**src/hdl/lbbr_pkg.sv**
```systemverilog
package lbbr_pkg;

   localparam int unsigned MAX_LEN_DEFAULT = 4096;

   localparam logic [7:0] OPEN_ROUND   = 8'h28;
   localparam logic [7:0] CLOSE_ROUND  = 8'h29;
   localparam logic [7:0] OPEN_SQUARE  = 8'h5B;
   localparam logic [7:0] CLOSE_SQUARE = 8'h5D;

   typedef struct packed {
      logic [7:0] char_code;
      logic       is_last;
   } req_type;

   typedef struct packed {
      logic [11:0] run_start;
      logic [12:0] run_length;
      logic        too_long;
   } rsp_type;

   // Commands from the controller to the datapath.
   typedef struct packed {
      logic clear_step;
      logic take;
      logic step;
      logic mark_top;
      logic scan_start;
      logic scan_step;
      logic load_rsp;
   } cmd_type;

   // Status from the datapath to the controller.
   typedef struct packed {
      logic clear_done;
      logic match;
      logic last;
      logic scan_done;
      logic rsp_busy;
   } status_type;

   function automatic logic pairs_with(input logic [7:0] opener, input logic [7:0] closer);
      return ((opener == OPEN_ROUND) && (closer == CLOSE_ROUND)) ||
             ((opener == OPEN_SQUARE) && (closer == CLOSE_SQUARE));
   endfunction

endpackage

```
**src/hdl/lbbr_ctrl.sv**
```systemverilog
module lbbr_ctrl (
   input  logic                   clock,
   input  logic                   reset,
   input  logic                   req_valid,
   output logic                   req_ready,
   input  lbbr_pkg::status_type   status,
   output lbbr_pkg::cmd_type      cmd
);

   typedef enum logic [2:0] {
      S_CLEAR,
      S_IDLE,
      S_STEP,
      S_MARK,
      S_SCAN,
      S_EMIT
   } state_type;

   state_type state_ff, state_in;

   always_comb begin
      state_in = state_ff;
      cmd      = '0;
      unique case (state_ff)
         S_CLEAR: begin
            cmd.clear_step = 1'b1;
            if (status.clear_done) begin
               state_in = S_IDLE;
            end
         end
         S_IDLE: begin
            if (req_valid) begin
               cmd.take = 1'b1;
               state_in = S_STEP;
            end
         end
         S_STEP: begin
            cmd.step = 1'b1;
            if (status.match) begin
               state_in = S_MARK;
            end else if (status.last) begin
               cmd.scan_start = 1'b1;
               state_in       = S_SCAN;
            end else begin
               state_in = S_IDLE;
            end
         end
         S_MARK: begin
            cmd.mark_top = 1'b1;
            if (status.last) begin
               cmd.scan_start = 1'b1;
               state_in       = S_SCAN;
            end else begin
               state_in = S_IDLE;
            end
         end
         S_SCAN: begin
            cmd.scan_step = 1'b1;
            if (status.scan_done) begin
               state_in = S_EMIT;
            end
         end
         S_EMIT: begin
            if (!status.rsp_busy) begin
               cmd.load_rsp = 1'b1;
               state_in     = S_IDLE;
            end
         end
         default: begin
            state_in = S_CLEAR;
         end
      endcase
   end

   assign req_ready = (state_ff == S_IDLE);

   always_ff @(posedge clock) begin
      if (reset) begin
         state_ff <= S_CLEAR;
      end else begin
         state_ff <= state_in;
      end
   end

endmodule

```
**config.mk**
```make
export PLATFORM = sky130hd
export DESIGN_NAME = lbbr_ctrl
export DESIGN_NICKNAME = d
export VERILOG_FILES = /design/src/hdl/lbbr_pkg.sv /design/src/hdl/lbbr_ctrl.sv
export SDC_FILE = /design/constraint.sdc
export NUM_CORES = 1
export LEC_CHECK = 0
export BUFFER_PORTS_ARGS = -buffer_cell sky130_fd_sc_hd__buf_2
export CORE_AREA = 4 4 41 43
export DETAILED_ROUTE_END_ITERATION = 8
export DIE_AREA = 0 0 45 47
export PLACE_DENSITY = 0.49
export SYNTH_ARGS = -nofsm -noshare
export SYNTH_HDL_FRONTEND = slang
export SYNTH_SLANG_ARGS = --single-unit
```
**constraint.sdc**
```tcl
create_clock -name clock -period 3.6 [get_ports clock]
set_input_delay 0.18 -clock clock [delete_from_list [all_inputs] [get_ports clock]]
set_output_delay 0.18 -clock clock [all_outputs]
set_load 0.02 [all_outputs]
```
==> impl_metrics.csv <==
group,metric,value,unit
clocking,cts.reportedPaths.clkPinSlew,40,ps
final_layout,largest_reg_flops,3,
grt,grt_overflow_total,0,
routing,vias,291,
power,leakagePower,0.000175,uW
grt,grtUsageTotal,7.89,%
routing,first_pass_iters,4,
yosys,synth_seq_area_share,22.4,%
timing,timing.fmax,698,MHz
routing,viasPerCell,4.48,
floorplan,die_h,47,um
clocking,cts_buffers,3,
final_layout,drive_gt1_share,48.0,%
timing,setup_tns,0,ps
routing,drt_wl_total,688,um
floorplan,rows,13,
clocking,clock-root-buffer,"clkbuf_4",
timing,period_share,39.8,%
timing,final_hold_viol_count,0,
routing,drt_iter0_drc,8,
grt,antenna_found_initial,0,
floorplan,io_pins,16,
job,maxCapViolations,0,
final_layout,antennaDiodeCount,0,
setup_path,crit_type,"flop to output port",
outcome,status,"finished clean",
clocking,cts_sinks,3,
floorplan,dieArea,2120,sq um
setup_path,end_kind,"output port",
timing,setup_viol_count_final,0,
yosys,synth_top_area_cell,"dfxtp_1",
yosys,synthArstFlopShare,0,%
routing,post-route-drc-count,0,
yosys,yosys_warnings,0,
grt,first_global_vias,285,
power,powerDensity,378,nW/um^2
setup_path,max_stage_delay,470,ps
power,peakVddDrop,0.250,mV
yosys,synth_top_cell_area_share,22.4,%
clocking,cts_tree,"yes",
routing,wl_per_cell,10.6,um
timing,fin_skew,11.6,ps
setup_path,crit_chain,"or2b_1 -> nor2_1 -> buf_2",
timing,slew_viol_final,0,
timing,layout_min_cycle_time,1430,ps
yosys,yosysUniqueCellTypes,22,
floorplan,start_util,20.6,%
yosys,synth_edf_count,0,
yosys,synthFlopType,"dfxtp_1",
place,dp_cells,61,
yosys,synthTopCellsByArea,"dfxtp_1 (22%), nor3_1 (7.5%), a41oi_2 (6.1%)",
setup_path,arrival,1250,ps
routing,postRouteAntennaNets,0,
grt,grt_max_degree,13,
yosys,syn_area,268,sq um
clocking,h-tree-depth,1,
min_path,hp-class,"primary input to flop",
final_layout,finalNonFillerCells,65,
timing,rsz0062_at_grt,"no",
final_layout,regMostFlops,"state_ff",
grt,grt_pass1_wl,1150,um
clocking,clock_latency,240,ps
clocking,cts_hold_buf,0,
yosys,synthCells,33,
timing,worst_pin_slew,337,ps
place,gp_congestion,0.732,
setup_path,crit_path_max_fanout,11,
place,port_buffers,15,
final_layout,synthToLayoutAreaGrowth,38.8,%
yosys,syn_nets,41,
setup_path,cpMaxStageDelayCell,"dfxtp_1",
yosys,syn_area_per_cell,8.11,sq um
setup_path,crit_required,3420,ps
floorplan,core_area,1300,sq um
final_layout,nets,59,
floorplan,die_w,45,um
yosys,synth_seq_cells,3,
clocking,clk_path_buf_depth,2,
clocking,cts_resized,0,
timing,slew_headroom,77.5,%
clocking,cts_setup_buffers,0,
final_layout,reg_top3,"state_ff: 3 flops",
final_layout,fillers,157,
setup_path,cp-start-kind,"flop",
[through the flow]
step	util [%]	hold slack [ps]	power (uW)	setup slack [ps]	area (sq um)
after global placement	26.5	380	79.6	2420	345
after CTS	28.6	128	143	2160	372
final	28.6	127	140	2170	372
after detailed placement	26.5	385	79.7	2390	345
after floorplan	-	243	69.2	2420	268
after global routing	28.6	142	151	2060	372
[synthesized netlist by cell type, types with 2 or more instances]
master	number
dfxtp_1	3
nor2_1	4
nor2b_1	2
nand2_1	2
and2_1	2
nor3_1	4
[path summary, 6_finish.rpt]
path	start	to	slack, ps	cells after the start
worst max-delay path	state_ff[0]	cmd[0]	2170	3
worst min-delay path	reset	state_ff[0]	130	2
worst max register to register	state_ff[0]	state_ff[0]	2380	3
worst min register to register	state_ff[2]	state_ff[1]	650	1
[report_power, final]
group	internal (uW)	total [uW]	switching [uW]
clock network	41.7	61.8	20.2
logic	18.2	37.6	19.4
registers	35.9	41.0	5.11
total	95.7	140	44.7
[cell families after synthesis]
family          after synthesis  share of synthesized area (%)
mux                           1                           4.21
buf+inv                       3                           7.47
compound gates                5                           17.8
flops                         3                           22.4
simple gates                 21                           48.1
[critical path: cells and delay by family (launching register included)]
kind / cells / cell delay, ps
flops: 1 / 470
simple gates: 2 / 370
buf+inv: 1 / 170
[area by class of cell]
class	count	area (sq um)	share of cell area, %
Clock buffer	4	26.3	7.07
Inverter	1	3.75	1.01
Multi-Input combinational cell	27	188	50.5
Sequential cell	3	60.1	16.2
Tap cell	15	18.8	5.05
Timing Repair Buffer	15	75.1	20.2
[layer usage]
metal,GRT usage (%),part of all wire (%),up-vias
li1,-,-,152
met1,7.71,40,129
met2,13.0,51,8
met3,4.21,7.3,2
met4,5.26,1.7,0
met5,0,0,-
[placed cells by master (no fill, tap or decap), types with 2 or more instances in the layout]
| cell type | instances |
|---|---|
| buf_2 | 15 |
| nand2_1 | 2 |
| nor2b_1 | 2 |
| clkbuf_4 | 3 |
| dfxtp_1 | 3 |
| nor2_1 | 4 |
| and2_1 | 2 |
| nor3_1 | 4 |
No activity file was read; power rests on OpenSTA's default activity.
